File: config.mk
export PLATFORM = sky130hd
export DESIGN_NAME = gtm_front
export DESIGN_NICKNAME = d
export VERILOG_FILES = /design/src/gtm_pkg.sv /design/src/gtm_front.sv
export SDC_FILE = /design/constraint.sdc
export NUM_CORES = 2
export LEC_CHECK = 0
export ABC_AREA = 1
export ABC_CLOCK_PERIOD_IN_PS = 12000
export BUFFER_PORTS_ARGS = -buffer_cell sky130_fd_sc_hd__buf_2
export CORE_MARGIN = 5
export CORE_UTILIZATION = 66
export DETAILED_ROUTE_END_ITERATION = 10
export GPL_ROUTABILITY_DRIVEN = 0
export PLACE_DENSITY = 0.88
export SLEW_MARGIN = 10
export SYNTH_ARGS = -nofsm -noshare
export SYNTH_HDL_FRONTEND = slang
export SYNTH_SLANG_ARGS = --single-unit
File: constraint.sdc
create_clock -name clk -period 12 [get_ports clk]
set_input_delay 1.2 -clock clk [delete_from_list [all_inputs] [get_ports clk]]
set_output_delay 1.2 -clock clk [all_outputs]
set_load 0.02 [all_outputs]
File: src/gtm_pkg.sv
// ============================================================================
// Goertzel tone magnitude package
// Shared widths, register codes, reset values, types and state encodings.
// ============================================================================
package gtm_pkg;

  localparam int SAMPLE_W    = 16;
  localparam int COEF_W      = 16;
  localparam int LEN_W       = 11;
  localparam int ACC_W       = 40;
  localparam int MAG_W       = 16;
  localparam int CFG_INDEX_W = 2;
  localparam int CFG_DATA_W  = 16;

  // Product of a coefficient and an accumulator value.
  localparam int PROD_W = COEF_W + ACC_W;

  localparam int DEFAULT_MAX_BLOCK = 1024;
  localparam int QUEUE_DEPTH       = 2;

  typedef logic signed [COEF_W-1:0] coef_t;
  typedef logic signed [ACC_W-1:0]  acc_t;

  typedef enum logic [CFG_INDEX_W-1:0] {
    REG_TWO_COS_W    = 2'd0,
    REG_SIN_W        = 2'd1,
    REG_BLOCK_LENGTH = 2'd2
  } cfg_reg_t;

  localparam coef_t             TWO_COS_W_RESET    = 16'sd31652;
  localparam coef_t             SIN_W_RESET        = 16'sd8481;
  localparam logic [LEN_W-1:0]  BLOCK_LENGTH_RESET = 11'd960;

  localparam acc_t ACC_MAX = {1'b0, {(ACC_W-1){1'b1}}};
  localparam acc_t ACC_MIN = {1'b1, {(ACC_W-1){1'b0}}};

  // One finished block as handed from the front end to the back end.
  typedef struct packed {
    acc_t  delay_one;
    acc_t  delay_two;
    coef_t two_cos_w;
    coef_t sin_w;
  } block_t;

  typedef enum logic {
    FRONT_IDLE,
    FRONT_ACCUM
  } front_state_t;

  typedef enum logic [3:0] {
    BACK_IDLE,
    BACK_MUL_RE,
    BACK_MUL_IM,
    BACK_ABS,
    BACK_SQ_RE,
    BACK_SQ_IM,
    BACK_SQRT,
    BACK_DIV,
    BACK_OUT
  } back_state_t;

endpackage

File: src/gtm_front.sv
// ============================================================================
// Goertzel front end
// Takes samples, runs the recurrence and hands each finished block to the queue.
// ============================================================================
module gtm_front
  import gtm_pkg::*;
#(
  parameter int MAX_BLOCK = DEFAULT_MAX_BLOCK
) (
  input  logic                                 clk,
  input  logic                                 rst,
  input  logic                                 sample_valid,
  output logic                                 sample_ready,
  input  logic signed [SAMPLE_W-1:0]           sample,
  input  coef_t                                two_cos_w,
  input  coef_t                                sin_w,
  input  logic [LEN_W-1:0]                     block_length,
  output logic                                 push_valid,
  input  logic                                 push_ready,
  output block_t                               push_block,
  output logic [$clog2(MAX_BLOCK+1)-1:0]       push_count
);

  localparam int CNT_W  = $clog2(MAX_BLOCK + 1);
  localparam int FB_W   = PROD_W - 14;
  localparam int SUM_W  = FB_W + 2;
  localparam logic signed [PROD_W-1:0] HALF_Q14 = PROD_W'(1) << 13;

  front_state_t              state, state_next;
  logic signed [SAMPLE_W-1:0] sample_r;
  logic signed [PROD_W-1:0]  prod;
  acc_t                      delay_one, delay_two;
  logic [CNT_W-1:0]          count;

  logic signed [PROD_W-1:0]  prod_next, prod_round;
  logic signed [FB_W-1:0]    feedback;
  logic signed [SUM_W-1:0]   sum;
  acc_t                      q0;
  logic [CNT_W-1:0]          len_eff, taken;
  logic                      block_done, advance;

  assign prod_next  = PROD_W'(two_cos_w) * PROD_W'(delay_one);
  assign prod_round = prod + HALF_Q14;
  assign feedback   = FB_W'(prod_round >>> 14);
  assign sum        = SUM_W'(sample_r) + SUM_W'(feedback) - SUM_W'(delay_two);

  always_comb begin
    if (sum[SUM_W-1:ACC_W-1] == '0 || sum[SUM_W-1:ACC_W-1] == '1) begin
      q0 = sum[ACC_W-1:0];
    end else if (sum[SUM_W-1]) begin
      q0 = ACC_MIN;
    end else begin
      q0 = ACC_MAX;
    end
  end

  always_comb begin
    if (block_length == '0) begin
      len_eff = CNT_W'(1);
    end else if (32'(block_length) > MAX_BLOCK) begin
      len_eff = CNT_W'(MAX_BLOCK);
    end else begin
      len_eff = CNT_W'(block_length);
    end
  end

  assign taken      = count + CNT_W'(1);
  assign block_done = (taken >= len_eff);

  assign push_block = '{delay_one: q0, delay_two: delay_one,
                        two_cos_w: two_cos_w, sin_w: sin_w};
  assign push_count = taken;

  always_comb begin
    state_next   = state;
    sample_ready = 1'b0;
    push_valid   = 1'b0;
    advance      = 1'b0;
    unique case (state)
      FRONT_IDLE: begin
        sample_ready = 1'b1;
        if (sample_valid) begin
          state_next = FRONT_ACCUM;
        end
      end
      FRONT_ACCUM: begin
        if (block_done) begin
          push_valid = 1'b1;
          if (push_ready) begin
            advance    = 1'b1;
            state_next = FRONT_IDLE;
          end
        end else begin
          advance    = 1'b1;
          state_next = FRONT_IDLE;
        end
      end
    endcase
  end

  always_ff @(posedge clk) begin
    if (rst) begin
      state     <= FRONT_IDLE;
      delay_one <= '0;
      delay_two <= '0;
      count     <= '0;
    end else begin
      state <= state_next;
      if (advance) begin
        if (block_done) begin
          delay_one <= '0;
          delay_two <= '0;
          count     <= '0;
        end else begin
          delay_one <= q0;
          delay_two <= delay_one;
          count     <= taken;
        end
      end
    end
  end

  always_ff @(posedge clk) begin
    if (sample_valid && sample_ready) begin
      sample_r <= sample;
      prod     <= prod_next;
    end
  end

endmodule

; After elaboration in Yosys (flattened, before gate mapping)
; Cells that the tools add are included.
; W data, S select, Z words.
[classes]
addsub = 4
n_mul = 1
n_div = 0
n_lt_le_gt_ge = 2
eq_ne = 1
shift = 0
n_mux = 17
n_bitwise = 1
reduce_logical = 4
[ops]
columns = operator, count
row1 = $mux W40, 4
row2 = $add A56 B15 Y56 const B, 1
row3 = $mul A16 B40 Y56, 1
row4 = $sub A43 B40 Y44, 1
row5 = $add A16 B42 Y43, 1
row6 = $mux W11, 3
row7 = $add A11 B1 Y11 const B, 1
row8 = $ge A11 B11 Y1, 1
row9 = $gt A11 B11 Y1 const B, 1
row10 = $logic_not A11 Y1, 1
row11 = $mux W1, 9
row12 = $eq A5 B5 Y1 const B, 1
row13 = $logic_not A5 Y1, 1
row14 = $pmux W1 S2, 1
row15 = $logic_and A1 B1 Y1, 1
row16 = $logic_or A1 B1 Y1, 1
row17 = $not A1 Y1, 1
[word_totals]
register_bits = 164
latch_bits = 0
mem_bits_rw = 0
romBits = 0
inputBits = 63
out_inout_bits = 125
wordCells = 36
memories = 0

; Depth between registers and ports, before layout
[logic_depth]
depth_word = 7
ltp_mapped = 33
mapped_depth_nobuf = 31

; Worst setup path before layout
; Ideal clock, no wire load.
[synth_timing]
kind = input port to flip-flop
from = input port two_cos_w[1]
to = register prod[40] (data pin)
setup_ns = 0.259
t_arrival_ns = 6.456
required_time_ns = 11.741
slack_ns = 5.285
stages = 22
n_path_buf = 2
cell_sequence = clkbuf_1 -> buf_1 -> nand2_1 -> fa_1 -> fa_1 -> inv_1 -> fa_1 -> fa_1 -> fa_1 -> inv_1 -> fa_1 -> inv_1 -> ha_1 -> nand2_1 -> nor2_1 -> inv_1 -> nor2_1 -> and3_1 -> a21oi_1 -> o21ai_0 -> a21oi_1 -> xnor2_1
[synth_via]
elab_chain_cells = 1
[synth_lines]
columns = item, line_no
row1 = from (decl), gtm_front.sv:15  ; input coef_t two_cos_w,
row2 = $mul A16 B40 Y56, gtm_front.sv:42  ; assign prod_next = PROD_W'(two_cos_w) * PROD_W'(delay_one);
row3 = net prod_next[40], gtm_front.sv:35  ; logic signed [PROD_W-1:0] prod_next, prod_round;
row4 = to (signal assigned), gtm_front.sv:126  ; prod <= prod_next;
row5 = to (decl), gtm_front.sv:31  ; logic signed [PROD_W-1:0] prod;
; The timed path passes the listed nets, and every way through them passes these cells.
; A chain may end at the register's enable or synchronous reset.

; Worst setup path after layout
[layout_timing]
from = input port two_cos_w[1]
to = register prod[55] (data pin)
; The elaborated chain is that of the path after synthesis.

==> reports/results.tsv <==
metric	value	unit
DRT Pass-1 Iters	9	
Post-synth ARST share	0	%
Hold Crit Class	reg -> reg	
H-tree levels	4	
CTS tree	built	
core area	51100	µm²
drc violations	0	
Post-Syn Instances	4496	
fin nets	5384	
status	complete, no violations	
Mean Syn Cell Area	7.53	µm²
Critical Path RT	12.18	ns
crit-path max FO	40	
Post-CTS Hold Buffers	0	
CP Cell Sequence	buf_2 > nand2_1 > inv_1 > fa_1 > fa_1 > inv_1 > fa_1 > fa_1 > inv_1 > fa_1 > fa_1 > ha_1 > a21oi_1 > inv_1 > a31oi_1 > o21ai_0 > nand3_1 > o2111ai_1 > a21oi_1 > nand2_1 > xor2_1	
post-synthesis simple-gate area fraction	19.8	%
cell with the most instances after synthesis	inv_1	
GRT Residual Overflow	0	
io pins	188	
post-DP HPWL	74600	µm
Yosys cell types	49	
gr usage total	34.1	%
Peak Freq	133	MHz
Resize count post-CTS	0	
synthesis-stage register bit count	151	
Die ar.	55900	µm²
dominant cells by area after synthesis	fa_1 (38%), inv_1 (14%), nand2_1 (13%)	
Area Overhead vs Synth	4.74	%
initial antenna violation count	3	
Final Max Slew Viols	0	
Post-synth EDFFs	59	
row count	83	
Post-Syn Nets	5382	
Setup TNS	0	ns
slew of the pin with the lowest slew margin	1.24	ns
setup bufs post-CTS	0	
Worst Reg-to-Reg Cells	24	
CP max stage cell	fa_1	
Fin. Hold Viols	0	
Clock Sinks	151	
worst setup path endpoint	prod[55]$_DFFE_PP_	
Worst Setup SP	two_cos_w[1]	
post-synth top area share	37.8	%
first-pass GRT wire length	154000	µm
reg2reg setup slack	5.06	ns
Synth Flop Type	dfxtp_1	
Placement Setup Slack	4.17	ns
routed length per placed instance	18.1	µm
Syn. warnings	0	
Clock Latency Late Sink	0.44	ns
combinational family with the most area after synthesis	adder cells	
final worst slack	4.46	ns
final worst path period need	7.54	ns
Clock Pin Slew Worst Setup and Hold Paths	0.06	ns
cell taking the most area after synthesis	fa_1	
layout cells sized above 1	6.36	%
routed wire length	94000	µm
routed via count	29200	
Die Width	236	µm
Max transition margin	17.0	%
crit-path most repeated cell	fa_1	
setup violators final	0	
Routed Antenna Nets	0	
RSZ-0062 raised after global routing	no	
Initial Util	66.2	%
mux contribution to synthesized area	0	%
Root Buffer	clkbuf_16	
post-synthesis xor/xnor area fraction	3.44	%
synthesized area	33800	µm²
fillers	3817	
CP max stage delay	0.88	ns
Startpoint Class	input port	
Seq/Total Area, Yosys	10.7	%
r2r startpoint	delay_one[23]$_SDFFE_PP0P_	
post-synthesis compound-gate area fraction	5.01	%
Max clock buf depth	2	
CP endpoint kind	flip-flop	
worst path arrival time	7.73	ns
largest net degree at the start of global routing	85	
Starting DRT DRC Count	3311	
post-synthesis adder-cell area fraction	44.6	%
ANT cells	0	
vias in the first global route	30800	
top cells by count, synth	inv_1 (1,229), nand2_1 (1,142), fa_1 (639)	
die height	236	µm
Reg2Reg Capture Point	prod[51]$_DFFE_PP_	
vias per cell	5.63	
crit share post-route	62.9	%
# Max-Cap Violations	0	
crit path kind	in -> reg	
TritonCTS Buffers	17	
Setup Skew	0.00954	ns
port bufs	155	
-- stage by stage --
| step | utilization [%] | hold WS [ns] | instances | area [µm²] |
|---|---|---|---|---|
| after floorplan | - | 0.453 | 4496 | 33800 |
| after global placement | 68.2 | 0.465 | 5159 | 34800 |
| after detailed placement | 68.2 | 0.471 | 5159 | 34800 |
| after CTS | 69.4 | 0.492 | 5191 | 35400 |
| after global routing | 69.4 | 0.510 | 5191 | 35400 |
| final | 69.4 | 0.491 | 5191 | 35400 |
-- flip-flops by register name, indices dropped and copies added (netlist names) --
register / flops
prod: 43
delay_one: 40
delay_two: 40
sample_r: 16
count: 11
state: 1
-- cell usage in the layout, fill, tap and decap left out, drive strengths merged, types with 30 or more instances in the layout --
master  instances
a21oi         132
a22oi          30
buf           195
dfxtp          92
edfxtp         59
fa            639
ha            184
inv          1237
nand2        1173
nand3         132
nand4          31
nor2          269
o21ai          71
xnor2          50
xor2           83
-- layer usage --
layer  GRT usage (%)  part of all wire [%]
met3            7.56                    12
met5               0                 0.034
met2            57.3                    47
met4            14.7                   4.9
met1            42.9                    35
-- worst max-delay path, delay by kind of cell --
| kind | cells | cell delay (ns) |
|---|---|---|
| and+or+nand+nor | 3 | 0.38 |
| xor gates and xnor gates | 1 | 0.16 |
| adders and majority gates | 7 | 3.73 |
| AOI/OAI and AO/OA | 5 | 1.06 |
| buffers and inverters | 5 | 1.14 |
-- kinds of logic (layout without fill, tap and decap cells) --
logic type / count (synthesis) / after routing
AOI/OAI and AO/OA: 295 / 295
xor gates and xnor gates: 133 / 133
adders and majority gates: 823 / 823
buffers and inverters: 1445 / 1460
DFF: 151 / 151
and+or+nand+nor: 1649 / 1649
-- worst min path at each step --
stage                                    start                          to  slack, ns  cells after the start
global route        delay_two[38]$_SDFFE_PP0P_  delay_two[38]$_SDFFE_PP0P_       0.51                      2
finish              delay_two[36]$_SDFFE_PP0P_  delay_two[36]$_SDFFE_PP0P_       0.49                      2
global placement    delay_two[38]$_SDFFE_PP0P_  delay_two[38]$_SDFFE_PP0P_       0.47                      2
floorplan           delay_two[24]$_SDFFE_PP0P_  delay_two[24]$_SDFFE_PP0P_       0.45                      2
CTS                 delay_two[36]$_SDFFE_PP0P_  delay_two[36]$_SDFFE_PP0P_       0.49                      2
detailed placement  delay_two[38]$_SDFFE_PP0P_  delay_two[38]$_SDFFE_PP0P_       0.47                      2
-- layout make-up --
| class | count | area, µm² | area share, % |
|---|---|---|---|
| clock buffer | 24 | 527 | 1.49 |
| timing repair buffer | 195 | 1080 | 3.04 |
| tap | 680 | 851 | 2.40 |
| sequential | 151 | 3610 | 10.2 |
| inverter | 1233 | 4630 | 13.1 |
| multi-input combinational | 2900 | 24700 | 69.6 |
| clock inverter | 8 | 78.8 | 0.222 |
Power is left out: the tool's default activity adds up to more than one toggle a clock period on the data nets, which glitch-free logic cannot reach.
