===== src/gtm_pkg.sv =====
// ============================================================================
// Goertzel tone magnitude package
// Shared widths, register codes, reset values, types and state encodings.
// ============================================================================
package gtm_pkg;

  localparam int SAMPLE_W    = 16;
  localparam int COEF_W      = 16;
  localparam int LEN_W       = 11;
  localparam int ACC_W       = 40;
  localparam int MAG_W       = 16;
  localparam int CFG_INDEX_W = 2;
  localparam int CFG_DATA_W  = 16;

  // Product of a coefficient and an accumulator value.
  localparam int PROD_W = COEF_W + ACC_W;

  localparam int DEFAULT_MAX_BLOCK = 1024;
  localparam int QUEUE_DEPTH       = 2;

  typedef logic signed [COEF_W-1:0] coef_t;
  typedef logic signed [ACC_W-1:0]  acc_t;

  typedef enum logic [CFG_INDEX_W-1:0] {
    REG_TWO_COS_W    = 2'd0,
    REG_SIN_W        = 2'd1,
    REG_BLOCK_LENGTH = 2'd2
  } cfg_reg_t;

  localparam coef_t             TWO_COS_W_RESET    = 16'sd31652;
  localparam coef_t             SIN_W_RESET        = 16'sd8481;
  localparam logic [LEN_W-1:0]  BLOCK_LENGTH_RESET = 11'd960;

  localparam acc_t ACC_MAX = {1'b0, {(ACC_W-1){1'b1}}};
  localparam acc_t ACC_MIN = {1'b1, {(ACC_W-1){1'b0}}};

  // One finished block as handed from the front end to the back end.
  typedef struct packed {
    acc_t  delay_one;
    acc_t  delay_two;
    coef_t two_cos_w;
    coef_t sin_w;
  } block_t;

  typedef enum logic {
    FRONT_IDLE,
    FRONT_ACCUM
  } front_state_t;

  typedef enum logic [3:0] {
    BACK_IDLE,
    BACK_MUL_RE,
    BACK_MUL_IM,
    BACK_ABS,
    BACK_SQ_RE,
    BACK_SQ_IM,
    BACK_SQRT,
    BACK_DIV,
    BACK_OUT
  } back_state_t;

endpackage


===== src/gtm_back.sv =====
// ============================================================================
// Goertzel back end
// Turns one finished block into a magnitude: products, square root, divide.
// ============================================================================
module gtm_back
  import gtm_pkg::*;
#(
  parameter int MAX_BLOCK = DEFAULT_MAX_BLOCK
) (
  input  logic                           clk,
  input  logic                           rst,
  input  logic                           pop_valid,
  output logic                           pop_ready,
  input  block_t                         pop_block,
  input  logic [$clog2(MAX_BLOCK+1)-1:0] pop_count,
  output logic                           magnitude_valid,
  input  logic                           magnitude_ready,
  output logic [MAG_W-1:0]               magnitude
);

  localparam int CNT_W  = $clog2(MAX_BLOCK + 1);
  localparam int RS_W   = PROD_W - 15;
  localparam int RE_W   = RS_W + 1;
  localparam int PART_W = 30;
  localparam int SQ_W   = 2 * PART_W;
  localparam int RAD_W  = 64;
  localparam int ROOT_W = 32;
  localparam int STEP_W = $clog2(ROOT_W);
  localparam logic signed [PROD_W-1:0] HALF_Q15 = PROD_W'(1) << 14;

  back_state_t              state, state_next;
  block_t                   blk;
  logic [CNT_W-1:0]         n;
  logic signed [PROD_W-1:0] prod;
  logic signed [RE_W-1:0]   re;
  logic [PART_W-1:0]        ar_part, ai_part;
  logic [SQ_W-1:0]          sq;
  logic [RAD_W-1:0]         rad, root, bitmask;
  logic [STEP_W-1:0]        step;
  logic [ROOT_W-1:0]        quo;
  logic [CNT_W-1:0]         rem;
  logic [MAG_W-1:0]         result;

  coef_t                    mul_coef;
  logic signed [PROD_W-1:0] prod_next, prod_round;
  logic signed [RS_W-1:0]   rounded;
  logic [RE_W-1:0]          ar;
  logic [RS_W-1:0]          ai;
  logic                     big;
  logic [PART_W-1:0]        sq_op;
  logic [SQ_W-1:0]          sq_prod;
  logic [RAD_W-1:0]         trial, root_next;
  logic                     root_take;
  logic [CNT_W:0]           div_trial;
  logic                     div_take;
  logic [ROOT_W-1:0]        quo_next;
  logic                     load_out, last_step;

  // One shared coefficient multiplier for the real and imaginary products.
  assign mul_coef   = (state == BACK_MUL_RE) ? blk.two_cos_w : blk.sin_w;
  assign prod_next  = PROD_W'(blk.delay_two) * PROD_W'(mul_coef);
  assign prod_round = prod + HALF_Q15;
  assign rounded    = RS_W'(prod_round >>> 15);

  assign ar  = re[RE_W-1] ? RE_W'(-re) : RE_W'(re);
  assign ai  = rounded[RS_W-1] ? RS_W'(-rounded) : RS_W'(rounded);
  assign big = (|ar[RE_W-1:PART_W]) || (|ai[RS_W-1:PART_W]);

  // One shared squarer.
  assign sq_op   = (state == BACK_SQ_RE) ? ar_part : ai_part;
  assign sq_prod = SQ_W'(sq_op) * SQ_W'(sq_op);

  // Square root, one result bit per step.
  assign trial     = root + bitmask;
  assign root_take = (rad >= trial);
  assign root_next = root_take ? ((root >> 1) + bitmask) : (root >> 1);

  // Restoring divide, one quotient bit per step.
  assign div_trial = {rem, quo[ROOT_W-1]};
  assign div_take  = (div_trial >= {1'b0, n});
  assign quo_next  = {quo[ROOT_W-2:0], div_take};

  assign last_step = (step == STEP_W'(ROOT_W - 1));

  always_comb begin
    state_next = state;
    pop_ready  = 1'b0;
    load_out   = 1'b0;
    unique case (state)
      BACK_IDLE: begin
        pop_ready = 1'b1;
        if (pop_valid) begin
          state_next = BACK_MUL_RE;
        end
      end
      BACK_MUL_RE: state_next = BACK_MUL_IM;
      BACK_MUL_IM: state_next = BACK_ABS;
      BACK_ABS:    state_next = big ? BACK_OUT : BACK_SQ_RE;
      BACK_SQ_RE:  state_next = BACK_SQ_IM;
      BACK_SQ_IM:  state_next = BACK_SQRT;
      BACK_SQRT: begin
        if (last_step) begin
          state_next = BACK_DIV;
        end
      end
      BACK_DIV: begin
        if (last_step) begin
          state_next = BACK_OUT;
        end
      end
      BACK_OUT: begin
        if (!magnitude_valid || magnitude_ready) begin
          load_out   = 1'b1;
          state_next = BACK_IDLE;
        end
      end
      default: state_next = BACK_IDLE;
    endcase
  end

  always_ff @(posedge clk) begin
    if (rst) begin
      state           <= BACK_IDLE;
      magnitude_valid <= 1'b0;
    end else begin
      state <= state_next;
      if (load_out) begin
        magnitude_valid <= 1'b1;
      end else if (magnitude_ready) begin
        magnitude_valid <= 1'b0;
      end
    end
  end

  always_ff @(posedge clk) begin
    if (load_out) begin
      magnitude <= result;
    end
    unique case (state)
      BACK_IDLE: begin
        blk <= pop_block;
        n   <= pop_count;
      end
      BACK_MUL_RE: prod <= prod_next;
      BACK_MUL_IM: begin
        re   <= RE_W'(blk.delay_one) - RE_W'(rounded);
        prod <= prod_next;
      end
      BACK_ABS: begin
        ar_part <= ar[PART_W-1:0];
        ai_part <= ai[PART_W-1:0];
        result  <= '1;
      end
      BACK_SQ_RE: sq <= sq_prod;
      BACK_SQ_IM: begin
        // The sum of the two squares can carry past the squarer width.
        rad     <= (RAD_W'(sq) + RAD_W'(sq_prod)) << 2;
        root    <= '0;
        bitmask <= RAD_W'(1) << (RAD_W - 2);
        step    <= '0;
      end
      BACK_SQRT: begin
        if (root_take) begin
          rad <= rad - trial;
        end
        root    <= root_next;
        bitmask <= bitmask >> 2;
        step    <= step + STEP_W'(1);
        if (last_step) begin
          quo <= root_next[ROOT_W-1:0];
          rem <= '0;
        end
      end
      BACK_DIV: begin
        rem  <= div_take ? CNT_W'(div_trial - {1'b0, n}) : div_trial[CNT_W-1:0];
        quo  <= quo_next;
        step <= step + STEP_W'(1);
        if (last_step) begin
          result <= (|quo_next[ROOT_W-1:MAG_W]) ? '1 : quo_next[MAG_W-1:0];
        end
      end
      default: begin
      end
    endcase
  end

endmodule


===== config.mk =====
export PLATFORM = sky130hd
export DESIGN_NAME = gtm_back
export DESIGN_NICKNAME = d
export VERILOG_FILES = /design/src/gtm_pkg.sv /design/src/gtm_back.sv
export SDC_FILE = /design/constraint.sdc
export NUM_CORES = 2
export LEC_CHECK = 0
export BUFFER_PORTS_ARGS = -buffer_cell sky130_fd_sc_hd__buf_2
export CORE_ASPECT_RATIO = 0.5
export CORE_MARGIN = 5
export CORE_UTILIZATION = 35
export CTS_BUF_LIST = sky130_fd_sc_hd__clkbuf_8
export CTS_CLUSTER_DIAMETER = 50
export DETAILED_ROUTE_END_ITERATION = 12
export GPL_ROUTABILITY_DRIVEN = 0
export PLACE_DENSITY = 0.54
export SYNTH_ARGS = -nofsm -noshare
export SYNTH_HDL_FRONTEND = slang
export SYNTH_SLANG_ARGS = --single-unit

===== constraint.sdc =====
create_clock -name clk -period 25.9 [get_ports clk]
set_input_delay 0 -clock clk [delete_from_list [all_inputs] [get_ports clk]]
set_output_delay 0 -clock clk [all_outputs]
set_load 0.05 [all_outputs]

Yosys cells after proc, flatten, opt, wreduce, memory -nomap -nowiden
Index checks and enable logic that the tools add are counted.

Register bits: 618. Input bits: 127. Output and inout port bits: 18. Logic and storage cells: 95.

Add/subtract/negate cells: 10. $mul: 2. Magnitude comparators: 2. Equality and inequality tests: 14. Multiplexer cells: 29. Reductions and logical operators: 18.

Operators by type and width (count): one-hot mux 64 bit (2 select lines) (3); two-way mux 64 bit (2); adder 63 x 64 -> 64 bit (1); adder 64 bit (1); greater-or-equal comparator 64 bit (1); one-hot mux 32 bit (2 select lines) (1); subtractor 64 bit (1); adder 60 x 60 -> 61 bit (1); multiplier 30 x 30 -> 60 bit (1); adder 56 x 16 -> 56 bit, second input constant (1); multiplier 40 x 16 -> 56 bit (1); two-way mux 16 bit (3); two-way mux 42 bit (1); negator 42 bit (1); subtractor 40 x 41 -> 42 bit (1); two-way mux 41 bit (1); negator 41 bit (1); one-hot mux 4 bit (9 select lines) (1); two-way mux 32 bit (1); one-hot mux 16 bit (2 select lines) (1); two-way mux 30 bit (1); two-way mux 11 bit (2); one-hot mux 11 bit (2 select lines) (1); two-way mux 4 bit (5); other kinds (21) (41).

Longest topological paths before layout
Word-level depth: 7. Gate-level depth with buffers: 49. Gate-level depth less buffers: 45.

Worst setup path before layout
Ideal clock, no wire load.

Path kind: register to register. Start: reg state[2]. End: reg state[3]. Setup time: 133 ps. Arrival: 15461 ps. Data required time: 25767 ps. Setup slack: 10307 ps. Cell stages (with the launch flop): 6. Path buffers: 1. Period minus slack after synthesis: 15593 ps. Path through: dfxtp_1 > buf_2 > nor4_1 > a211oi_1 > a31oi_1 > o21ai_1.

Longest elaborated chain between the ends: 3. Elaborated cells between the ends (all ways): 15. Those cells by class: 12 x eq/ne; 1 x mux; 2 x reduce/logical.

RTL lines: start, declared (line gtm_back.sv:31) `back_state_t state, state_next;`; start signal, assigned (line gtm_back.sv:126) `state <= state_next;`; == test 4 bit (tied with other cells) (line gtm_back.sv:89) `unique case (state)`; != test 2 bit (no source line); AND reduction 4 bit (no source line).

Several ways; a longest one is shown, not always the timed one. A chain may end at the register's enable or synchronous reset.

Worst setup path in the final report
Start: reg state[2]. End: reg rad[61] (data pin).

Longest elaborated chain between the ends: 5. Elaborated cells between the ends (all ways): 7. Those cells by class: 1 x add/sub; 1 x mul; 3 x eq/ne; 2 x mux.

RTL lines: == test 4 x 3 -> 1 bit (line gtm_back.sv:70) `assign sq_op = (state == BACK_SQ_RE) ? ar_part : ai_part;`; two-way mux 30 bit (line gtm_back.sv:70); multiplier 30 x 30 -> 60 bit (line gtm_back.sv:71) `assign sq_prod = SQ_W'(sq_op) * SQ_W'(sq_op);`; named net sq_prod[33] (line gtm_back.sv:51) `logic [SQ_W-1:0] sq_prod;`; adder 60 x 60 -> 61 bit (line gtm_back.sv:157) `rad <= (RAD_W'(sq) + RAD_W'(sq_prod)) << 2;`; one-hot mux 64 bit (2 select lines) (line gtm_back.sv:139) `unique case (state)`; end signal, assigned (line gtm_back.sv:157); end signal, assigned (line gtm_back.sv:164) `rad <= rad - trial;`; end, declared (line gtm_back.sv:38) `logic [RAD_W-1:0] rad, root, bitmask;`.

The timed path passes the listed nets, and every way through them passes these cells.

==> results.json <==
{
  "worstSetupPathType": "reg -> reg",
  "fin_tns_setup_ns": 0,
  "finalSetupViolCount": 0,
  "layout-drive-gt1-share_pct": 6.16,
  "syn_nets": 10400,
  "grt_pass1_wl_mm": 351,
  "ys_seq_elements": 571,
  "viasPerCell": 4.94,
  "path_max_fanout": 15,
  "critPathRequiredTime_ns": 26.48,
  "cp_slowest_cell": "clkinv_1",
  "clk_pin_slew_ns": 0.06,
  "ios": 145,
  "cts_setup_buffers": 0,
  "final-hold-violation-count": 0,
  "synth_top_area_share_pct": 32.2,
  "max_freq_mhz": 74.1,
  "die_h_um": 349,
  "regArea_um2": 17100,
  "postRouteAntennaNets": 0,
  "drc": 0,
  "n_fill_cell": 22900,
  "worst_pin_slew_ns": 1.11,
  "period_minus_slack_ns": 13.49,
  "drv_cap": 0,
  "synthCells": 8307,
  "cts_max_path_buffers": 3,
  "antenna_found_initial": 4,
  "final_common_cell": "inv_1",
  "ys_warn_count": 0,
  "hold_buffers": 251,
  "synth_edf_count": 566,
  "syn_avg_cell_area_um2": 9.70,
  "drv_slew": 0,
  "finalWirelength_mm": 221,
  "syn_to_final_growth_pct": 11.1,
  "async_flop_share_pct": 0,
  "slowest_delay_ns": 0.67,
  "crit_top_cell": "fa_1",
  "worstPathArrival_ns": 14.07,
  "ys_seq_area_share_pct": 21.2,
  "grt_pass1_vias": 61500,
  "relSlewSlack_pct": 24.9,
  "grt_overflow": 0,
  "ys.flop_type": "edfxtp_1",
  "finalCritPeriodShare_pct": 52.1,
  "coreArea_um2": 229000,
  "dieArea_um2": 240000,
  "drt_iter0_drc": 3343,
  "rsz0062_at_grt": "no",
  "ctsHtreeMaxLevel": 3,
  "ctsResizeCount": 0,
  "hold_path_class": "in -> reg",
  "worst_setup_path_end_kind": "register",
  "syn_area_um2": 80600,
  "netlist_top_cells_area": "fa_1 (32%), edfxtp_1 (21%), ha_1 (9.7%)",
  "dr.pass1.iters": 5,
  "grtUsageTotal_pct": 18.5,
  "wl_per_cell_um": 18.7,
  "row_count": 124,
  "start_kind": "register",
  "final_nets": 10700,
  "via_count": 58300,
  "initial_core_util_pct": 35.2,
  "die_w_um": 688,
  "multi_input_area_um2": 56600,
  "numPortBuffers": 144,
  "fin_skew_ns": 0.0650,
  "synth.distinct_cells": 90,
  "cts_tree": "done",
  "layout_common_cells": "inv_1 (1606), fa_1 (1297), nand2_1 (883)",
  "clkSinkCount": 571,
  "dpl.hpwl_mm": 169,
  "cts_made_buffers": 100,
  "status": "finished, final reports clean",
  "grt_max_degree": 126,
  "synth_top_cell_by_area": "fa_1",
  "cts_root_buf": "clkbuf_8",
  "clkLatencyLatePin_ns": 0.84
}
## worst paths after layout
path	from	to	slack (ns)	cells past startpoint
max reg2reg	state[2]$_SDFFE_PP0P_	rad[61]$_DFFE_PP_	12.41	46
max	state[2]$_SDFFE_PP0P_	rad[61]$_DFFE_PP_	12.41	46
min reg2reg	result[7]$_SDFFCE_PP1P_	magnitude[7]$_DFFE_PP_	0.42	0
min	rst	state[3]$_SDFFE_PP0P_	0.11	5
## stage by stage
step / utilization, % / cell area [um2] / std cells / setup slack (ns) / hold WS [ns]
after floorplan: - / 80600 / 8307 / 10.31 / 0.0691
after global placement: 37.2 / 85000 / 11400 / 12.68 / 0.176
after detailed placement: 37.2 / 85000 / 11400 / 12.53 / 0.178
after CTS: 39.1 / 89500 / 11800 / 12.45 / 0.0103
after global routing: 39.1 / 89500 / 11800 / 11.67 / 0.0567
final: 39.1 / 89500 / 11800 / 12.41 / 0.115
## critical path: cells and delay by family (launching register included)
kind	cells	cell delay, ns
adder cells (fa/ha/maj)	10	4.60
AO/OA/AOI/OAI	17	4.25
buffers and inverters	10	1.83
AND/OR/NAND/NOR	6	1.10
multiplexers	2	0.69
flip-flops	1	0.58
XOR/XNOR	1	0.13
## final cells by class
type / count / share of cell area, %
repair buffers: 487 / 4.40
well taps: 3087 / 4.32
flip-flops and latches: 571 / 19.1
clock inverters: 81 / 0.634
diodes: 2 / 0.00559
multi-input cells: 5877 / 63.3
inverters: 1592 / 6.68
clock buffers: 100 / 1.54
## Yosys cell counts, types with 49 or more instances
cell type / count
a21o_1: 143
nor2b_1: 205
nand3_1: 94
clkbuf_1: 239
edfxtp_1: 566
xor2_1: 204
o21a_1: 49
inv_1: 1584
nand2b_1: 73
and2_1: 123
a31oi_1: 72
fa_1: 1297
ha_1: 623
o21ai_0: 244
nor2_1: 572
nand4_1: 62
a21oi_1: 309
nor3_1: 77
xnor2_1: 266
or2_2: 58
nand2_1: 883
## cell families after synthesis
group           synth area share (%)
simple gates                    13.3
xor+xnor                        5.11
fa+ha+maj                       41.9
flops                           21.2
buf+inv                         8.70
compound gates                  8.73
mux                            0.989
## layer usage
layer	up-vias	global-route usage [%]	part of all wire (%)	routed length, um
met5	-	0	0.0059	13
met4	2	4.31	2.4	5390
met3	324	2.75	5.3	11800
met2	1481	31.0	47	104000
met1	29200	25.1	45	99600
li1	27200	-	-	-
## flip-flops by register name (all words and copies together) (netlist names)
signal	count
ai_part	30
prod	42
root	64
n	11
blk	112
magnitude	16
sq	59
magnitude_valid	1
re	42
state	4
rad	64
bitmask	32
ar_part	30
step	5
rem	11
quo	32
result	16
Power is left out: the tool's default activity adds up to more than one toggle a clock period on the data nets, which glitch-free logic cannot reach.
