## src/gtm_pkg.sv

```systemverilog
// ============================================================================
// Goertzel tone magnitude package
// Shared widths, register codes, reset values, types and state encodings.
// ============================================================================
package gtm_pkg;

  localparam int SAMPLE_W    = 16;
  localparam int COEF_W      = 16;
  localparam int LEN_W       = 11;
  localparam int ACC_W       = 40;
  localparam int MAG_W       = 16;
  localparam int CFG_INDEX_W = 2;
  localparam int CFG_DATA_W  = 16;

  // Product of a coefficient and an accumulator value.
  localparam int PROD_W = COEF_W + ACC_W;

  localparam int DEFAULT_MAX_BLOCK = 1024;
  localparam int QUEUE_DEPTH       = 2;

  typedef logic signed [COEF_W-1:0] coef_t;
  typedef logic signed [ACC_W-1:0]  acc_t;

  typedef enum logic [CFG_INDEX_W-1:0] {
    REG_TWO_COS_W    = 2'd0,
    REG_SIN_W        = 2'd1,
    REG_BLOCK_LENGTH = 2'd2
  } cfg_reg_t;

  localparam coef_t             TWO_COS_W_RESET    = 16'sd31652;
  localparam coef_t             SIN_W_RESET        = 16'sd8481;
  localparam logic [LEN_W-1:0]  BLOCK_LENGTH_RESET = 11'd960;

  localparam acc_t ACC_MAX = {1'b0, {(ACC_W-1){1'b1}}};
  localparam acc_t ACC_MIN = {1'b1, {(ACC_W-1){1'b0}}};

  // One finished block as handed from the front end to the back end.
  typedef struct packed {
    acc_t  delay_one;
    acc_t  delay_two;
    coef_t two_cos_w;
    coef_t sin_w;
  } block_t;

  typedef enum logic {
    FRONT_IDLE,
    FRONT_ACCUM
  } front_state_t;

  typedef enum logic [3:0] {
    BACK_IDLE,
    BACK_MUL_RE,
    BACK_MUL_IM,
    BACK_ABS,
    BACK_SQ_RE,
    BACK_SQ_IM,
    BACK_SQRT,
    BACK_DIV,
    BACK_OUT
  } back_state_t;

endpackage

```

## src/gtm_fifo.sv

```systemverilog
// ============================================================================
// Goertzel block queue
// Small first-in first-out queue between the front end and the back end.
// ============================================================================
module gtm_fifo
  import gtm_pkg::*;
#(
  parameter int WIDTH = 8,
  parameter int DEPTH = QUEUE_DEPTH
) (
  input  logic             clk,
  input  logic             rst,
  input  logic             push_valid,
  output logic             push_ready,
  input  logic [WIDTH-1:0] push_data,
  output logic             pop_valid,
  input  logic             pop_ready,
  output logic [WIDTH-1:0] pop_data
);

  localparam int PTR_W = (DEPTH > 1) ? $clog2(DEPTH) : 1;
  localparam int CNT_W = $clog2(DEPTH + 1);

  logic [WIDTH-1:0] entries [DEPTH];
  logic [PTR_W-1:0] wr_ptr, rd_ptr;
  logic [CNT_W-1:0] count;
  logic             push, pop;

  assign push_ready = (count != CNT_W'(DEPTH));
  assign pop_valid  = (count != '0);
  assign pop_data   = entries[rd_ptr];
  assign push       = push_valid && push_ready;
  assign pop        = pop_valid && pop_ready;

  function automatic logic [PTR_W-1:0] ptr_inc(input logic [PTR_W-1:0] p);
    return (p == PTR_W'(DEPTH - 1)) ? '0 : p + PTR_W'(1);
  endfunction

  always_ff @(posedge clk) begin
    if (rst) begin
      wr_ptr <= '0;
      rd_ptr <= '0;
      count  <= '0;
    end else begin
      if (push) begin
        wr_ptr <= ptr_inc(wr_ptr);
      end
      if (pop) begin
        rd_ptr <= ptr_inc(rd_ptr);
      end
      if (push && !pop) begin
        count <= count + CNT_W'(1);
      end else if (pop && !push) begin
        count <= count - CNT_W'(1);
      end
    end
  end

  always_ff @(posedge clk) begin
    if (push) begin
      entries[wr_ptr] <= push_data;
    end
  end

endmodule

```

## config.mk

```make
export PLATFORM = sky130hd
export DESIGN_NAME = gtm_fifo
export DESIGN_NICKNAME = d
export VERILOG_FILES = /design/src/gtm_pkg.sv /design/src/gtm_fifo.sv
export SDC_FILE = /design/constraint.sdc
export NUM_CORES = 1
export LEC_CHECK = 0
export ABC_AREA = 1
export ABC_CLOCK_PERIOD_IN_PS = 1900
export BUFFER_PORTS_ARGS = -buffer_cell sky130_fd_sc_hd__buf_2
export CORE_UTILIZATION = 52
export CTS_BUF_LIST = sky130_fd_sc_hd__clkbuf_4 sky130_fd_sc_hd__clkbuf_8
export DETAILED_ROUTE_END_ITERATION = 10
export PLACE_DENSITY_LB_ADDON = 0.2
export SETUP_SLACK_MARGIN = 0.4
export SLEW_MARGIN = 20
export SYNTH_ARGS = -nofsm -noshare
export SYNTH_HDL_FRONTEND = slang
export SYNTH_SLANG_ARGS = --single-unit
```

## constraint.sdc

```tcl
create_clock -name clk -period 1.9 [get_ports clk]
set_clock_uncertainty 0.15 [all_clocks]
set_input_delay 0.38 -clock clk [delete_from_list [all_inputs] [get_ports clk]]
set_output_delay 0.38 -clock clk [all_outputs]
set_load 0.01 [all_outputs]
```

Word level (Yosys, flattened, before mapping)

Memories as Yosys holds them, arrays and structs flattened. A register that Yosys moved wholly into a read port is not among the register bits.
Index checks and enable logic that the tools add are counted.

Reductions and logical operators: 8
Add/sub/neg operators: 4
$lt $le $gt $ge: 0
Bitwise gates (word level): 0
Equality and inequality tests: 1
Div/mod/pow operators: 0
$mul: 0
Shift-type cells: 0
Multiplexer cells: 8

Operators with widths:

| cell                  | number |
|---|---|
| $mux W1               | 6 |
| $logic_and A1 B1 Y1   | 4 |
| $mux W2               | 2 |
| $reduce_bool A2 Y1    | 2 |
| $add A1 B1 Y1 const B | 2 |
| $add A2 B1 Y2 const B | 1 |
| $logic_not A1 Y1      | 2 |
| $ne A2 B2 Y1 const B  | 1 |
| $sub A2 B1 Y2 const B | 1 |

Bits in registers: 4
Input bits: 12
Output and inout port bits: 10
Memories: 1
Latch bits: 0
Memory bits (writable): 16
Word-level logic and storage cells: 25
ROM bits: 0

Memories:

| name    | words | width | rd ports | clocked after Yosys merged registers in | write ports | RTL line       | text |
|---|---|---|---|---|---|---|---|
| entries | 2     | 8     | 1        | 1                                       | 1           | gtm_fifo.sv:24 | `logic [WIDTH-1:0] entries [DEPTH];` |

Longest topological paths before layout

Gate-level depths: netlist of run 1.

Depth after elaboration: 6
Mapped depth: 11
Depth with buffers taken out: 11

Worst setup path after synthesis of run 1

No wires, ideal clock.

Kind: reg2reg
From: register count[0]
To: memory entries[1][0], enable pin
Stages on the path, launching flop included: 5
Buffers on the path: 0
Path slack: 435 ps
Library setup time: 370 ps
Arrival time: 945 ps
Period minus slack after synthesis: 1465 ps
Data required time: 1380 ps
Cells stage by stage: dfxtp_1 -> inv_2 -> nand2_2 -> nand2_4 -> nor2_1

Longest elaborated chain between the ends: 4

RTL lines:

| item                          | RTL line       | text |
|---|---|---|
| from (decl)                   | gtm_fifo.sv:26 | `logic [CNT_W-1:0] count;` |
| from (signal assigned)        | gtm_fifo.sv:52 | `count <= count + CNT_W'(1);` |
| from (signal assigned)        | gtm_fifo.sv:54 | `count <= count - CNT_W'(1);` |
| $ne A2 B2 Y1                  | gtm_fifo.sv:29 | `assign push_ready = (count != CNT_W'(DEPTH));` |
| net push_ready                | gtm_fifo.sv:14 | `output logic push_ready,` |
| $logic_and A1 B1 Y1           | gtm_fifo.sv:32 | `assign push = push_valid && push_ready;` |
| $mux W1                       | gtm_fifo.sv:60 | `if (push) begin` |
| $mux W1 (not written as such) | gtm_fifo.sv:61 | `entries[wr_ptr] <= push_data;` |
| to (decl)                     | gtm_fifo.sv:24 |  |

The timed path passes the listed nets, and every way through them passes these cells.

==> run metrics, run 1 <==
outcome=complete, no violations; met3 usage=0.03478; fmax=581.0 MHz; Hold Buf Count CTS=0; met2 Usage GRT=0.2938; global routing's busiest layer=met2; CTS Root Cell=clkbuf_4; DRT iter0 DRCs=15; commonest non-fill, non-tap cells in the layout=edfxtp_1, buf_2, buf_6, mux2_4, nor2_1; drt first pass iters=4; CP cell instances=mux2_4, buf_6; FF-to-FF Start=count[1]; Max stage delay on crit path=approximately 0.45 ns; Clock Pin Slew Worst Setup and Hold Paths=0.11 ns; Seq pwr share=0.441; CP Launch Type=flip-flop; final hold vios=0; sequential area share after synthesis=0.7030; TritonCTS buffer count=3; Hold Crit Start=push_data[3]; # DRC=0; H-tree levels=1; die span in y=41.85 um; post-route ant nets=0; period utilization=0.9060; area delta synth->final=36.36%; FF-to-FF setup slack=roughly 0.47 ns; diode count=0; syn avg cell area=13.32 um2; clock tree buffer depth=2; library cells used by synthesis=17; clk sinks=21; vias in the first global route=~540; Max IR drop VDD=0.8227 mV; Hold Slack=~0.12 ns; setup TNS=0 ns; pwr dens=1314 mW/mm2; Crit Path Max Fanout=8; number of synthesized register bits=21; Tightest Pin Transition=0.1660 ns; Worst setup EP type=output port; gr usage total=0.1729; critical path's slowest cell=dfxtp_4; Min-Delay Path Class=in2reg; count of input and output buffers=21; Max-slew headroom=0.8893; filler instances=106; switch share=0.3130; final setup fails=0; Die X=~42 um; total of max-cap violations=0; Worst Path Required=1.37 ns; Final Net Count=105; worst r2r path cells=9; vias=538; hold endpoint=entries[1][3]; CTS tree=built; Mapped Cells=62; first-pass GRT wire length=2242 um; Psw=between 0.4 and 0.5 mW; drt wl/cell=13.63 um; io pins=22; layout cells sized above 1=0.5495; Placeable Area=roughly 0.0015 mm2; R2R Path End=count[1]; mapped cell area=825.8 um2; syn nets=75; warnings from Yosys=0; Int Power=1.016 mW; Worst Hold Depth=1; Setup CP Type=reg2out; row count=14; min Tclk post-route=1.721 ns; Clk pwr share=0.149; largest net degree at the start of global routing=12; Die ar.=0.001751 mm2; detailed placement HPWL=915.5 um; Worst EP arrival=1.19 ns; Initial Util=0.5546; Skew-Pair Late Insertion Delay=0.29 ns; Routed WL=1458 um; Pleak=0.4856 nW; RSZ-0062 raised after global routing=yes; initial antenna violation count=0; vias per cell=5.028; Gate power share=0.410; commonest non-fill, non-tap cell in the layout=edfxtp_1; GP Congestion=0.6688; grt total ovfl=0; routing usage on met1=0.2119; Max Slew Vio Count=0
-- routing by layer --
| layer | vias up | routed length, um |
|---|---|---|
| met5 | - | 0 |
| met4 | 0 | 0 |
| met3 | 0 | 52 |
| met2 | 18 | 779 |
| met1 | 252 | 626 |
| li1 | 268 | - |
-- power by group through the flow --
| stage | sequential, mW | combinational (mW) | clock, mW |
|---|---|---|---|
| finish | 0.653 | 0.606 | 0.220 |
| global route | 0.662 | 0.649 | 0.247 |
| CTS | 0.651 | 0.527 | 0.229 |
| detailed placement | 0.648 | 0.400 | 0 |
| global placement | 0.644 | 0.381 | 0 |
| floorplan | 0.623 | 0.284 | 0 |
-- worst max path at each step --
stage	start	to	slack [ns]
2_1_floorplan	count[0]	entries[1][0]	0.43
3_3_place_gp	flip-flop	pop_data[0]	0.34
3_5_place_dp	flip-flop	pop_data[4]	0.33
4_1_cts	flip-flop	pop_data[4]	0.17
5_1_grt	flip-flop	pop_data[6]	0.13
6_report	flip-flop	pop_data[6]	0.18
-- sequential cells by signal, indices dropped and copies added, names as in the netlist, named ones only --
name and flops:
rd_ptr 1, count 2, entries 16, wr_ptr 1
-- logic make-up (layout without fill, tap and decap cells) --
family                   Yosys count  count (layout)  synth area share
flip-flops                        21              21            0.7030
AO/OA/AOI/OAI                      4               4           0.02423
AND/OR/NAND/NOR                   19              19            0.1046
multiplexers                       8               8            0.1091
adder cells (fa/ha/maj)            1               1           0.01515
buffers and inverters              9              38           0.04392
-- synth_stat cells --
cell,count,area (um2)
a21oi_1,2,10.01
buf_2,1,5.000
clkinv_2,1,5.000
dfxtp_1,5,100.1
edfxtp_1,16,480.5
ha_1,1,12.51
inv_1,6,22.52
inv_2,1,3.750
mux2_2,8,90.09
nand2_1,7,26.28
nand2_2,1,6.260
nand2_4,1,11.26
nand3_1,2,10.01
nand4_1,1,6.260
nor2_1,7,26.28
o21ai_0,1,5.000
o21ai_1,1,5.000
-- critical path, delay by kind of cell (launching register included) --
kind | cells | cell delay [ns]
buf+inv | 1 | 0.12
flops | 1 | 0.45
mux | 1 | 0.33
-- layout make-up --
type                    count  area [um2]  area share
clock buffers               4       30.03     0.02667
inverters                   8       31.28     0.02778
multi-input cells          32       259.0      0.2300
flip-flops and latches     21       586.8      0.5211
well taps                  16       20.02     0.01778
repair buffers             26       198.9      0.1767
-- stage by stage --
stage,setup WS [ns],power [mW],area [um2],std cells,util
after detailed placement,0.3282,1.048,960.9,100,0.6454
final,0.1787,1.479,1126,107,0.7563
after CTS,0.1659,1.407,1087,105,0.7303
after floorplan,0.4348,0.9065,825.8,62,-
after global routing,0.1344,1.558,1126,107,0.7563
after global placement,0.3398,1.025,960.9,100,0.6454
-- what timing repair did --
item	CTS	global route
setup endpoints to repair	12	11
resized for setup	22	5
setup buffers	1	2
pin swaps	0	3
Power figures use the tool's default switching activity.
==> run 2, diff against run 1 <==
--- a/config.mk
+++ b/config.mk
@@ -11,6 +11,7 @@
 export CORE_UTILIZATION = 52
 export CTS_BUF_LIST = sky130_fd_sc_hd__clkbuf_4 sky130_fd_sc_hd__clkbuf_8
 export DETAILED_ROUTE_END_ITERATION = 10
+export GPL_TIMING_DRIVEN = 0
 export PLACE_DENSITY_LB_ADDON = 0.2
 export SETUP_SLACK_MARGIN = 0.4
 export SLEW_MARGIN = 20
==> run 2 against run 1 <==
Against the previous run:
- register-to-register slack is essentially flat
- highest routed layer is now met4
- routed wire length is 0.14% lower
- largest power group unchanged
- clock power is essentially flat
- critical path type unchanged
- die area did not move
- non-clock buffer count down 2
==> run metrics, run 2 (synthesized netlist as in run 1, its figures left out) <==
Skew-Pair Late Insertion Delay=0.30 ns (about the same); most flop-heavy register=entries; diode count=0 (unchanged); clk sinks=21 (unchanged); Max IR drop VDD=0.8550 mV (+3.9%); CTS tree=built; fmax=572.0 MHz (-1.5%); FF-to-FF setup slack=0.48 ns (about the same); max FFs per register=16 (unchanged); Worst Hold Depth=1 (unchanged); fin area=0.001117 mm2 (-0.78%); switch share=0.3110 (-0.002007); post-route ant nets=0 (unchanged); final hold vios=0 (unchanged); setup TNS=0 ns (unchanged); dpl ws=0.2394 ns (-0.08880 ns); first-pass GRT wire length=2394 um (+6.8%); Clock Pin Slew Worst Setup and Hold Paths=0.11 ns (about the same); io pins=22 (unchanged); Gate power share=0.414 (+0.004); hold endpoint=entries[1][3]; Max stage delay on crit path=0.35 ns (-0.10 ns); Worst setup EP type=output port; RSZ-0062 raised after global routing=yes; Int Power=1.005 mW (-1.1%); DRT iter0 DRCs=12 (-3); outcome=complete, no violations; Min-Delay Path Class=in2reg; count of input and output buffers=21 (unchanged); vias per cell=5.152 (+2.5%); GP Congestion=0.6937 (+3.7%); Initial Util=0.5546 (unchanged); CP Launch Type=flip-flop; Max-slew headroom=0.6951 (-0.1942); Psw=0.4536 mW (-2.0%); detailed placement HPWL=966.6 um (+5.6%); clock tree buffer depth=2 (unchanged); gr usage total=0.1951 (+0.02225); Die ar.=0.001751 mm2 (unchanged); WL met3=51 um (-1.9%); Placeable Area=0.001489 mm2 (unchanged); wire length on met1=614 um (-1.9%); commonest non-fill, non-tap cells in the layout=edfxtp_1, buf_2, buf_6, mux2_4, nand2_1; Routed met2 length=735 um (-5.6%); Crit Path Max Fanout=8 (unchanged); Die X=41.85 um (unchanged); vias in the first global route=554 (+3.0%); R2R Path End=entries[1][1]; die span in y=41.85 um (unchanged); period utilization=0.9202 (+0.01424); pwr dens=1306 mW/mm2 (-0.61%); CTS Root Cell=clkbuf_4; # DRC=0 (unchanged); CP cell instances=buf_8, mux2_4, buf_6; highest routed metal layer=met4; Worst EP arrival=1.22 ns (+0.03 ns); Setup CP Type=reg2out; Final Net Count=103 (-1.9%); TritonCTS buffer count=3 (unchanged); Worst Slack Setup Final=0.1516 ns (-0.02706 ns); layout cells sized above 1=0.5506 (+0.001111); Pleak=0.4753 nW (-2.1%); CP bufs+invs=2 (+1); FF-to-FF Start=count[0]; initial antenna violation count=0 (unchanged); min Tclk post-route=1.748 ns (+0.02706 ns); grt total ovfl=0 (unchanged); Max Slew Vio Count=0 (unchanged); Seq pwr share=0.433 (-0.008); Routed WL=1456 um (-0.14%); Worst Path Required=1.37 ns (about the same); worst r2r path cells=4 (-5); total of max-cap violations=0 (unchanged); row count=14 (unchanged); Clk pwr share=0.152 (+0.003); H-tree levels=1 (unchanged); Tightest Pin Transition=0.4568 ns (+0.2908 ns); critical path's slowest cell=dfxtp_2; final setup fails=0 (unchanged); Area after DPL=950.9 um2 (-1.0%); delay-heaviest family, CP=flip-flops; drt wl/cell=13.87 um (+1.8%); drt first pass iters=3 (-1); commonest non-fill, non-tap cell in the layout=edfxtp_1; vias=541 (+0.56%); largest net degree at the start of global routing=12 (unchanged); Largest regs=entries: 16 flops, count: 2 flops; Hold Crit Start=push_data[3]; area delta synth->final=35.30%
[run 2: layout make-up]
| class | instances | area [um2] |
|---|---|---|
| Buffer | 1 | 15.01 |
| Clock buffer | 4 | 30.03 |
| Fill cell | 98 | 371.6 |
| Inverter | 8 | 32.53 |
| Multi-Input combinational cell | 32 | 259.0 |
| Sequential cell | 21 | 584.3 |
| Tap cell | 16 | 20.02 |
| Timing Repair Buffer | 23 | 176.4 |
[run 2: worst max-delay path by stage]
stage	startpoint	endpoint	slack (ns)	depth (start not counted)
2_1_floorplan	count[0]	entries[1][0]	0.43	4
3_3_place_gp	count[0]	entries[0][5]	0.28	4
3_5_place_dp	count[0]	entries[1][5]	0.24	4
4_1_cts	flip-flop	pop_data[0]	0.15	3
5_1_grt	flip-flop	pop_data[2]	0.11	3
6_report	flip-flop	pop_data[0]	0.15	3
[run 2: metal layers]
layer | vias up | GRT usage
met5 | - | 0
li1 | 267 | -
met3 | 7 | 0.03913
met4 | 0 | 0.1355
met2 | 17 | 0.3250
met1 | 250 | 0.2232
[run 2: what timing repair did]
action / 4_1_cts / 5_1_grt
hold buffers: 0 / 0
buffers inserted: 1 / 1
resized for setup: 26 / 4
pin swaps: 0 / 1
endpoints found under the setup margin: 27 / 11
[run 2: through the flow]
step                      hold WS [ns]  power, mW    util  instances
after floorplan                 0.3042     0.9065       -         62
after global placement          0.3164      1.016  0.6387         99
after detailed placement        0.3419      1.039  0.6387         99
after CTS                       0.1100      1.407  0.7319        104
after global routing           0.09805      1.552  0.7504        105
final                           0.1094      1.459  0.7504        105
[run 2: power by group through the flow]
stage / Combinational, mW / Clock (mW) / Sequential (mW)
after floorplan: 0.284 / 0 / 0.623
after CTS: 0.553 / 0.224 / 0.631
after global routing: 0.664 / 0.245 / 0.642
after global placement: 0.389 / 0 / 0.627
final: 0.604 / 0.222 / 0.632
after detailed placement: 0.405 / 0 / 0.634
==> run 3, diff against run 2 <==
--- a/config.mk
+++ b/config.mk
@@ -13,7 +13,6 @@
 export DETAILED_ROUTE_END_ITERATION = 10
 export GPL_TIMING_DRIVEN = 0
 export PLACE_DENSITY_LB_ADDON = 0.2
-export SETUP_SLACK_MARGIN = 0.4
 export SLEW_MARGIN = 20
 export SYNTH_ARGS = -nofsm -noshare
 export SYNTH_HDL_FRONTEND = slang
==> run 3 against run 2 <==
Against the previous run:
- count of clock-buffer cells in the layout is the same
- critical path type unchanged
- utilization shrank 9.0 points
- combinational power shrank 33%
- clock power is essentially flat
==> run metrics, run 3 (synthesized netlist as in run 1, its figures left out) <==
outcome=complete, no violations; Worst Slack Setup Final=0.1089 ns (-0.04276 ns); CTS tree=built; max FFs per register=16 (unchanged); final hold vios=0 (unchanged); Hold Slack=0.1119 ns (+0.002476 ns); area delta synth->final=19.09%; vias=534 (-1.3%); Pleak=0.4157 nW (-13%); CTS Root Cell=clkbuf_4; period utilization=0.9427 (+0.02250); vias in the first global route=511 (-7.8%); Worst setup EP type=output port; Die ar.=0.001751 mm2 (unchanged); min Tclk post-route=1.791 ns (+0.04275 ns); area of the multi-input gates=209.0 um2 (-19%); GP Congestion=0.6937 (unchanged); fmax=558.3 MHz (-2.4%); most flop-heavy register=entries; clk sinks=21 (unchanged); Routed WL=1292 um (-11%); Min-Delay Path Class=in2reg; layout cells sized above 1=0.4368 (-0.1138); Max IR drop VDD=0.8300 mV (-2.9%); initial antenna violation count=0 (unchanged); filler instances=119 (+21%); drt first pass iters=4 (+1); Worst Path Required=1.37 ns (about the same); DRT iter0 DRCs=10 (-2); drt wl/cell=12.54 um (-9.5%); Clock Pin Slew Worst Setup and Hold Paths=0.11 ns (about the same); dpl ws=0.2394 ns (unchanged); first-pass GRT wire length=2277 um (-4.9%); # DRC=0 (unchanged); H-tree levels=1 (unchanged); TritonCTS buffer count=3 (unchanged); fin area=983.4 um2 (-12%); detailed placement HPWL=966.6 um (unchanged); Hold Buf Count CTS=0 (unchanged); Placeable Area=0.001489 mm2 (unchanged); Area after DPL=950.9 um2 (unchanged); die span in y=41.85 um (unchanged); commonest non-fill, non-tap cell in the layout=buf_2; total of max-cap violations=0 (unchanged); Max Slew Vio Count=0 (unchanged); DP Cell Count=99 (unchanged); grt total ovfl=0 (unchanged); diode count=0 (unchanged); Worst EP arrival=1.26 ns (+0.04 ns); final setup fails=0 (unchanged); pwr dens=1270 mW/mm2 (-2.7%); setup TNS=0 ns (unchanged); Skew-Pair Late Insertion Delay=0.30 ns (about the same); largest net degree at the start of global routing=12 (unchanged); Max-slew headroom=0.5438 (-0.1513); Final Net Count=101 (-1.9%); register area=580.6 um2 (-0.64%); Die X=41.85 um (unchanged); Tightest Pin Transition=0.6818 ns (+0.2250 ns); post-route ant nets=0 (unchanged); Crit Path Max Fanout=8 (unchanged); Largest regs=entries: 16 flops, count: 2 flops; Finished Layout Cells=103 (-1.9%); row count=14 (unchanged); clock tree buffer depth=2 (unchanged); Setup CP Type=reg2out; CP Launch Type=flip-flop; Initial Util=0.5546 (unchanged); vias per cell=5.184 (+0.62%); RSZ-0062 raised after global routing=no; commonest non-fill, non-tap cells in the layout=buf_2, edfxtp_1, mux2_2, nand2_1, nor2_1; io pins=22 (unchanged); gr usage total=0.1867 (-0.008403); count of input and output buffers=21 (unchanged)
==> run 3: changes by cell type in the layout (fill, tap and decap cells not counted), sizes merged <==
cell / change
clkinv: +1
inv: -1
buf: -2
==> run 3: stage by stage <==
step,total power [mW],utilization
6_report,1.249,0.6605
5_1_grt,1.342,0.6605
4_1_cts,1.254,0.6588
3_5_place_dp,1.039,0.6387
3_3_place_gp,1.016,0.6387
2_1_floorplan,0.9065,-
==> run 3: area by class of cell <==
type                    instances  area share
plain buffers                   1    0.007634
clock buffers                   4     0.03053
inverters                       8     0.03181
multi-input cells              32      0.2125
flip-flops and latches         21      0.5903
well taps                      16     0.02036
repair buffers                 21      0.1069
==> run 3: final timing paths <==
check / to / startpoint / slack [ns] / depth (start not counted)
hold / removal: entries[0][3] / push_data[3] / 0.11 / 1
setup / recovery: pop_data[7] / flip-flop / 0.11 / 3
setup reg to reg: entries[1][2] / count[0] / 0.24 / 4
hold reg to reg: flip-flop / rd_ptr / 0.36 / 2
==> run 3: power breakdown <==
part | internal (mW) | leakage [nW] | total (mW) | switching, mW
Sequential | 0.587 | 0.191 | 0.624 | 0.0378
Clock | 0.0961 | 0.0184 | 0.221 | 0.125
Combinational | 0.172 | 0.207 | 0.404 | 0.232
==> run 3: routing by layer <==
layer  global-route usage  vias to the layer above  routed length [um]
met5                    0                        -                   0
met1               0.2143                      254                 542
met4               0.1355                        0                  43
li1                     -                      260                   -
met2               0.3063                       15                 651
met3              0.03913                        5                  55
==> run 3: worst max-delay path, stage by stage, from the launching register on <==
cell     delay, ns
dfxtp_1       0.32
buf_4         0.16
mux2_2        0.34
buf_2         0.14
==> run 3: repair_timing <==
| item | CTS | global route |
|---|---|---|
| endpoints found under the setup margin | 0 | 8 |
| buffers inserted | 0 | 0 |
| resized for setup | 0 | 2 |
